[config.mk]
export PLATFORM = sky130hd
export DESIGN_NAME = fcce_ctrl
export DESIGN_NICKNAME = d
export VERILOG_FILES = /design/src/fcce_pkg.sv /design/src/fcce_ctrl.sv
export SDC_FILE = /design/constraint.sdc
export NUM_CORES = 1
export LEC_CHECK = 0
export ABC_AREA = 1
export BUFFER_PORTS_ARGS = -buffer_cell sky130_fd_sc_hd__buf_2
export CAP_MARGIN = 15
export CORE_MARGIN = 5
export CORE_UTILIZATION = 41
export CTS_BUF_LIST = sky130_fd_sc_hd__clkbuf_16
export CTS_CLUSTER_SIZE = 8
export DETAILED_ROUTE_END_ITERATION = 8
export GPL_TIMING_DRIVEN = 0
export PLACE_DENSITY_LB_ADDON = 0.1
export SLEW_MARGIN = 10
export SYNTH_ARGS = -nofsm -noshare
export SYNTH_HDL_FRONTEND = slang
export SYNTH_SLANG_ARGS = --single-unit
[constraint.sdc]
create_clock -name i_clk -period 1.6 [get_ports i_clk]
set_clock_uncertainty 0.05 [all_clocks]
set_input_delay 0.32 -clock i_clk [delete_from_list [all_inputs] [get_ports i_clk]]
set_output_delay 0.32 -clock i_clk [all_outputs]
set_load 0.01 [all_outputs]
[src/fcce_pkg.sv]
`timescale 1ns / 1ps
// ----------------------------------------------------------------------------
// fcce_pkg
// Shared types and constants for the cluster chain engine.
// ----------------------------------------------------------------------------
package fcce_pkg;

    localparam logic [15:0] END_MIN  = 16'hFFF8;
    localparam logic [15:0] END_MARK = 16'hFFFF;

    localparam logic [1:0] CMD_READ   = 2'd0;
    localparam logic [1:0] CMD_WRITE  = 2'd1;
    localparam logic [1:0] CMD_LENGTH = 2'd2;
    localparam logic [1:0] CMD_RESIZE = 2'd3;

    localparam logic [1:0] ST_OK   = 2'd0;
    localparam logic [1:0] ST_FULL = 2'd1;
    localparam logic [1:0] ST_BAD  = 2'd2;

    localparam logic [0:0] CFG_SHIFT = 1'b0;
    localparam logic [0:0] CFG_COUNT = 1'b1;

    typedef struct packed {
        logic [1:0]  command;
        logic [15:0] cluster_index;
        logic [15:0] entry_value;
        logic [31:0] byte_count;
    } t_in_item;

    typedef struct packed {
        logic [15:0] read_value;
        logic [15:0] chain_clusters;
        logic [1:0]  status;
    } t_out_item;

    typedef enum logic [4:0] {
        S_CLEAR,
        S_IDLE,
        S_DISPATCH,
        S_RD_WAIT,
        S_WALK_RD,
        S_WALK_CHK,
        S_CUT_RD,
        S_CUT_CHK,
        S_FREE_RD,
        S_FREE_CHK,
        S_SCAN_RD,
        S_SCAN_CHK,
        S_LINK,
        S_MARK,
        S_DONE
    } t_state;

    // datapath operations selected by the controller
    typedef enum logic [3:0] {
        OP_NONE,
        OP_CLEAR,
        OP_LOAD,
        OP_RD_IDX,
        OP_WR_IDX,
        OP_RD_CUR,
        OP_STEP,
        OP_CUT_START,
        OP_CUT_STEP,
        OP_MARK_CUR,
        OP_FREE_RD,
        OP_FREE_WR,
        OP_SCAN_RD,
        OP_SCAN_NEXT,
        OP_LINK,
        OP_MARK_NEW
    } t_op;

    typedef struct packed {
        t_op        op;
        logic       set_result;
        logic [1:0] result_status;
        logic       publish;
    } t_cmd;

    typedef struct packed {
        logic       clear_last;
        logic       idx_bad;
        logic       rd_end;
        logic       rd_bad;
        logic       len_over;
        logic       cut_now;
        logic       free_go;
        logic       scan_end;
        logic       scan_free;
        logic       need_more;
        logic       shrink;
    } t_status;

endpackage

[src/fcce_ctrl.sv]
`timescale 1ns / 1ps
// ----------------------------------------------------------------------------
// fcce_ctrl
// Command sequencer for table clear, walk, cut, free and allocate.
// ----------------------------------------------------------------------------
module fcce_ctrl
    import fcce_pkg::*;
(
    input  logic    i_clk,
    input  logic    i_rst_n,
    input  logic    i_in_valid,
    input  logic [1:0] i_command,
    input  logic    i_out_ready,
    input  t_status i_stat,
    output logic    o_in_ready,
    output logic    o_out_valid,
    output t_cmd    o_cmd
);

    t_state r_state;
    t_state n_state;
    logic   r_out_valid;
    logic   n_out_valid;
    logic [1:0] r_command;

    always_ff @(posedge i_clk) begin
        if (!i_rst_n) begin
            r_state     <= S_CLEAR;
            r_out_valid <= 1'b0;
            r_command   <= CMD_READ;
        end else begin
            r_state     <= n_state;
            r_out_valid <= n_out_valid;
            if (r_state == S_IDLE && i_in_valid) begin
                r_command <= i_command;
            end
        end
    end

    always_comb begin
        n_state     = r_state;
        n_out_valid = r_out_valid;
        o_cmd       = '{op: OP_NONE, set_result: 1'b0, result_status: ST_OK,
                        publish: 1'b0};
        if (r_out_valid && i_out_ready) begin
            n_out_valid = 1'b0;
        end
        case (r_state)
            S_CLEAR: begin
                o_cmd.op = OP_CLEAR;
                if (i_stat.clear_last) begin
                    n_state = S_IDLE;
                end
            end
            S_IDLE: begin
                if (i_in_valid) begin
                    o_cmd.op = OP_LOAD;
                    n_state  = S_DISPATCH;
                end
            end
            S_DISPATCH: begin
                if (i_stat.idx_bad) begin
                    o_cmd.set_result    = 1'b1;
                    o_cmd.result_status = ST_BAD;
                    n_state = S_DONE;
                end else if (r_command == CMD_WRITE) begin
                    o_cmd.op            = OP_WR_IDX;
                    o_cmd.set_result    = 1'b1;
                    n_state = S_DONE;
                end else if (r_command == CMD_READ) begin
                    o_cmd.op = OP_RD_IDX;
                    n_state  = S_RD_WAIT;
                end else begin
                    o_cmd.op = OP_RD_CUR;
                    n_state  = S_WALK_CHK;
                end
            end
            S_RD_WAIT: begin
                o_cmd.set_result = 1'b1;
                n_state = S_DONE;
            end
            S_WALK_RD: begin
                o_cmd.op = OP_RD_CUR;
                n_state  = S_WALK_CHK;
            end
            S_WALK_CHK: begin
                if (i_stat.rd_end) begin
                    if (r_command == CMD_LENGTH) begin
                        o_cmd.set_result = 1'b1;
                        n_state = S_DONE;
                    end else if (i_stat.shrink) begin
                        o_cmd.op = OP_CUT_START;
                        n_state  = S_CUT_RD;
                    end else begin
                        n_state = S_SCAN_RD;
                        if (!i_stat.need_more) begin
                            o_cmd.set_result = 1'b1;
                            n_state = S_DONE;
                        end
                    end
                end else if (i_stat.rd_bad || i_stat.len_over) begin
                    o_cmd.set_result    = 1'b1;
                    o_cmd.result_status = ST_BAD;
                    n_state = S_DONE;
                end else begin
                    o_cmd.op = OP_STEP;
                    n_state  = S_WALK_RD;
                end
            end
            S_CUT_RD: begin
                o_cmd.op = OP_RD_CUR;
                n_state  = S_CUT_CHK;
            end
            S_CUT_CHK: begin
                if (i_stat.cut_now) begin
                    o_cmd.op = OP_MARK_CUR;
                    n_state  = S_FREE_CHK;
                end else begin
                    o_cmd.op = OP_CUT_STEP;
                    n_state  = S_CUT_RD;
                end
            end
            S_FREE_CHK: begin
                // r_nxt was captured from the link before marking
                o_cmd.op = OP_FREE_RD;
                n_state  = S_FREE_RD;
            end
            S_FREE_RD: begin
                // free this entry, stop once its link ends the tail
                o_cmd.op = OP_FREE_WR;
                n_state  = S_FREE_CHK;
                if (!i_stat.free_go) begin
                    o_cmd.set_result = 1'b1;
                    n_state = S_DONE;
                end
            end
            S_SCAN_RD: begin
                if (i_stat.scan_end) begin
                    o_cmd.set_result    = 1'b1;
                    o_cmd.result_status = ST_FULL;
                    n_state = S_DONE;
                end else begin
                    o_cmd.op = OP_SCAN_RD;
                    n_state  = S_SCAN_CHK;
                end
            end
            S_SCAN_CHK: begin
                if (i_stat.scan_free) begin
                    o_cmd.op = OP_LINK;
                    n_state  = S_MARK;
                end else begin
                    o_cmd.op = OP_SCAN_NEXT;
                    n_state  = S_SCAN_RD;
                end
            end
            S_MARK: begin
                o_cmd.op = OP_MARK_NEW;
                n_state  = S_LINK;
            end
            S_LINK: begin
                if (i_stat.need_more) begin
                    n_state = S_SCAN_RD;
                end else begin
                    o_cmd.set_result = 1'b1;
                    n_state = S_DONE;
                end
            end
            S_DONE: begin
                if (!r_out_valid || i_out_ready) begin
                    o_cmd.publish = 1'b1;
                    n_out_valid   = 1'b1;
                    n_state       = S_IDLE;
                end
            end
            default: n_state = S_IDLE;
        endcase
    end

    assign o_in_ready  = (r_state == S_IDLE);
    assign o_out_valid = r_out_valid;

`ifndef ASSERT_OFF
    a_no_accept_busy: assert property (@(posedge i_clk) disable iff (!i_rst_n)
        o_in_ready |-> (r_state == S_IDLE))
        else $error("ready outside idle");
    a_done_to_idle: assert property (@(posedge i_clk) disable iff (!i_rst_n)
        (r_state == S_DONE && (!r_out_valid || i_out_ready)) |=> (r_state == S_IDLE))
        else $error("done did not return to idle");
    a_valid_rise: assert property (@(posedge i_clk) disable iff (!i_rst_n)
        $rose(r_out_valid) |-> $past(r_state == S_DONE))
        else $error("result without done");
`endif

endmodule

## Word level (Yosys, flattened, before mapping)

Index checks and enable logic that the tools add are counted.

- Equality and inequality tests: 19
- Muxes and demuxes: 45
- Reduce and logical (&&, ||, !) cells: 9

Operator list:

| cell | number |
|---|---|
| case mux 5 bit (15 select lines) | 1 |
| 2-to-1 mux 5 bit | 9 |
| case mux 4 bit (11 select lines) | 1 |
| 2-to-1 mux 3 bit | 12 |
| == test 5 x 4 -> 1 bit, second input constant | 7 |
| == test 5 x 3 -> 1 bit, second input constant | 4 |
| 2-to-1 mux 4 bit | 4 |
| 2-to-1 mux 1 bit | 12 |
| == test 5 x 2 -> 1 bit, second input constant | 2 |
| 2-to-1 mux 2 bit | 4 |
| != test 2 bit, second input constant | 3 |
| case mux 1 bit (6 select lines) | 1 |
| case mux 2 bit (3 select lines) | 1 |
| == test 5 x 1 -> 1 bit, second input constant | 1 |
| zero test 5 bit | 1 |
| AND reduction 3 bit | 1 |
| == test 2 x 1 -> 1 bit, second input constant | 1 |
| == test 2 bit, second input constant | 1 |
| logical AND 1 bit | 2 |
| zero test 2 bit | 1 |
| logical OR 1 bit | 2 |
| OR reduction 2 bit | 1 |
| zero test 1 bit | 1 |

- Register bits: 8
- Bits of input ports: 17
- Output and inout port bits: 10

## Longest topological paths before layout

- Depth in word-level cells: 5
- Depth in mapped cells: 9
- Gate-level depth less buffers: 9

## Worst setup path before layout

Ideal clock, no wire load.

- Path kind: reg2out
- Start point: register r_state[1]
- End point: output o_cmd[5] (netlist bit)
- Arrival time: 1219 ps
- Data required time: 1230 ps
- Slack: 11 ps
- Stages on the path, launching flop included: 8
- Buffers on the path: 0
- Cells stage by stage: dfxtp_1 inv_1 nand2_1 nor2_1 nand2_1 nand4_1 a21oi_1 o21ai_0

RTL lines:

| element | line | text |
|---|---|---|
| from (decl) | fcce_ctrl.sv:20 | `t_state r_state;` |
| from (signal assigned) | fcce_ctrl.sv:32 | `r_state <= n_state;` |
| to (decl) | fcce_ctrl.sv:17 | `output t_cmd o_cmd` |

==> flow_summary.json <==
{
  "status": "finished, violations left",
  "failed_checks": "negative setup slack",
  "seqPwrFrac_pct": 19.9,
  "hold_viol": 0,
  "peakVddDrop_mv": 1.04,
  "cts_buffer_depth": 2,
  "comb_power_share_pct": 59.6,
  "p_leak_nw": 0.669,
  "vias_per_cell": 5.20,
  "grt_pass1_vias": 979,
  "synth_compound_area_share_pct": 20.6,
  "ys_seq_elements": 7,
  "coreArea_um2": 1730,
  "multi_input_area_um2": 672,
  "synthSimpleGateAreaFrac_pct": 46.9,
  "path_depth": 8,
  "vias": 1082,
  "cts_buffers": 3,
  "path_class": "flip-flop to primary output",
  "period_minus_slack_ns": 1.76,
  "worstHoldStart": "i_rst_n",
  "fp.dieH_um": 52.5,
  "synth_area_leaders": "nand2_1, dfxtp_1, inv_1, nor2_1, a21oi_1",
  "cap_violations": 0,
  "worstMarginPinSlew_ns": 0.273,
  "cts_max_level": 1,
  "antenna_found_initial": 0,
  "yosys_warnings": 0,
  "setup_tns_ns": -0.829,
  "slowest_delay_ns": 0.45,
  "reg2reg_depth": 8,
  "die_width_um": 52.5,
  "netlist.top_cell.by_area": "nand2_1",
  "drt.antenna.violating_nets": 0,
  "worst-path-buf-inv": 2,
  "cp-end-kind": "primary output",
  "ios": 27,
  "nets": 201,
  "cts_root_buf": "clkbuf_16",
  "synth_top_area_share_pct": 22.8,
  "netSwitchingPower_w": 0.000965,
  "crit_required_ns": 1.23,
  "critPathMaxFanout": 7,
  "overflow": 0,
  "p_total_w": 0.00203,
  "avgSynthCellArea_um2": 5.15,
  "worstPathCellList": "inv_4 -> nand2_4 -> nor2_4 -> nand2_2 -> nand2_2 -> a31oi_1 -> nand4_1 -> buf_2",
  "r2r-end": "r_state[1]",
  "drc_errors": 0,
  "synth_mux_area_share_pct": 0,
  "synth_adder_area_share_pct": 0,
  "io_buffer_count": 26,
  "reg2reg_slack_ns": 0.10,
  "area_growth_pct": 69.3,
  "path_common_cell": "nand2_2",
  "fmax_mhz": 568,
  "clkSlewWorstSetupHoldPaths_ns": 0.04,
  "min_path_cells": 3,
  "dr.first_iter.drc_count": 20,
  "async_reset_ff_share_pct": 0,
  "cts.sinks": 7,
  "power.internal_w": 0.00107,
  "timing.rr.start": "r_state[1]",
  "rsz0062_at_grt": "true",
  "synth.yosys.seq_area_share_pct": 18.9,
  "syn-instance-count": 144,
  "initial_core_util_pct": 43.0,
  "firstDrtPassIters": 4,
  "max_slew_margin_pct": 81.8,
  "fillers": 151,
  "synth_edf_count": 0,
  "wl_per_cell_um": 13.0,
  "grt_pass1_wl_um": 4050,
  "diodes": 0,
  "gp_congestion": 0.924,
  "layout-drive-gt1-share_pct": 44.3,
  "grtUsageTotal_pct": 20.0,
  "post-route-period-util_pct": 110,
  "start_kind": "flip-flop",
  "synth_cell_types": 16,
  "p_clk_share_pct": 20.5,
  "row_count": 15,
  "clock_latency_ns": 0.23,
  "synth_area_um2": 742,
  "grt_max_degree": 8,
  "setup_viol": 7,
  "cts_tree": "built",
  "critPathArrivalTime_ns": 1.39,
  "yosysMostFrequentCell": "nand2_1",
  "synth_common_cells": "nand2_1, inv_1, nor2_1",
  "synth_top_family_by_area": "simple AND/OR/NAND/NOR gates",
  "place_hpwl_um": 1880,
  "min_to": "r_state[3]",
  "regArea_um2": 156,
  "syn_nets": 161,
  "ys.flop_type": "dfxtp_1",
  "cpMaxStageDelayCell": "dfxtp_4",
  "slew_violations": 0,
  "dieArea_um2": 2760,
  "swShare_pct": 47.5,
  "synth_xor_area_share_pct": 0,
  "p_per_area_nw_per_um2": 1620,
  "fin_ws_ns": -0.161,
  "hold_path_class": "primary input to flip-flop",
  "wirelength_um": 2710,
  "crit_family": "flip-flops"
}
[state kept, by name, summed over array words and instances (netlist names)]
signal and cells:
r_state 4, r_command 2, o_out_valid 1
[cell families after synthesis]
| logic type | Yosys count |
|---|---|
| buffers and inverters | 27 |
| flip-flops | 7 |
| AND/OR/NAND/NOR | 84 |
| AO/OA/AOI/OAI | 26 |
[metal layers]
layer | routed length (um) | GRT usage, % | up-vias
li1 | - | - | 543
met3 | 185 | 3.42 | 10
met5 | 0 | 0 | -
met1 | 1090 | 23.6 | 485
met2 | 1340 | 33.7 | 44
met4 | 85 | 11.1 | 0
[layout by cell type, fill, tap and decap left out, types with 3 or more instances in the layout]
cell type,count
buf_4,8
inv_1,21
a21oi_1,10
nor2_4,8
inv_2,3
clkbuf_16,3
dfxtp_4,4
nand4_1,5
nand2_1,29
nor2_2,3
nand2_2,8
nand2_4,7
buf_2,26
nor2_1,11
o21ai_0,4
nand3_1,11
[power by group through the flow]
stage / registers (W) / clock network (W) / logic [W]
finish: 0.000404 / 0.000417 / 0.00121
global route: 0.000413 / 0.000444 / 0.00132
CTS: 0.000366 / 0.000425 / 0.00104
detailed placement: 0.000301 / 0 / 0.000838
global placement: 0.000301 / 0 / 0.000840
floorplan: 0.000281 / 0 / 0.000602
[per-stage QoR]
stage / worst slack [ns] / instance area [um2] / utilization (%) / hold WS [ns] / cells
after floorplan: 0.0109 / 742 / - / 0.368 / 144
after global placement: -0.148 / 903 / 52.3 / 0.449 / 195
after detailed placement: -0.163 / 903 / 52.3 / 0.451 / 195
after CTS: -0.142 / 1130 / 65.6 / 0.277 / 204
after global routing: -0.228 / 1260 / 72.8 / 0.304 / 208
final: -0.161 / 1260 / 72.8 / 0.278 / 208
[area by class of cell]
class,instances,area share [%]
multi-input combinational,110,53.5
inverter,27,9.26
timing repair buffer,35,16.0
tap,25,2.49
clock buffer,3,5.98
clock inverter,1,0.299
sequential,7,12.5
[repair_timing]
action	4_1_cts	5_1_grt
hold buffers	0	0
setup buffers	5	4
resized for setup	41	29
setup endpoints to repair	9	8
pin swaps	6	7
[worst register-to-register path, cell delays in order (launching register included)]
cell,delay (ns)
dfxtp_4,0.43
inv_6,0.07
nor2_4,0.13
buf_6,0.12
buf_4,0.11
nand3_1,0.13
nand3_1,0.14
o21bai_1,0.12
a21oi_1,0.08
[how the worst max path moves through the flow]
stage | from | to | slack (ns)
after floorplan | r_state[1] | o_cmd[5] | 0.01
after global placement | r_state[1] | o_cmd[5] | -0.15
after detailed placement | r_state[1] | o_cmd[5] | -0.16
after CTS | r_state[0] | o_cmd[4] | -0.14
after global routing | r_state[0] | o_cmd[3] | -0.23
final | r_state[0] | o_cmd[4] | -0.16
(Power assumes the default switching activity.)
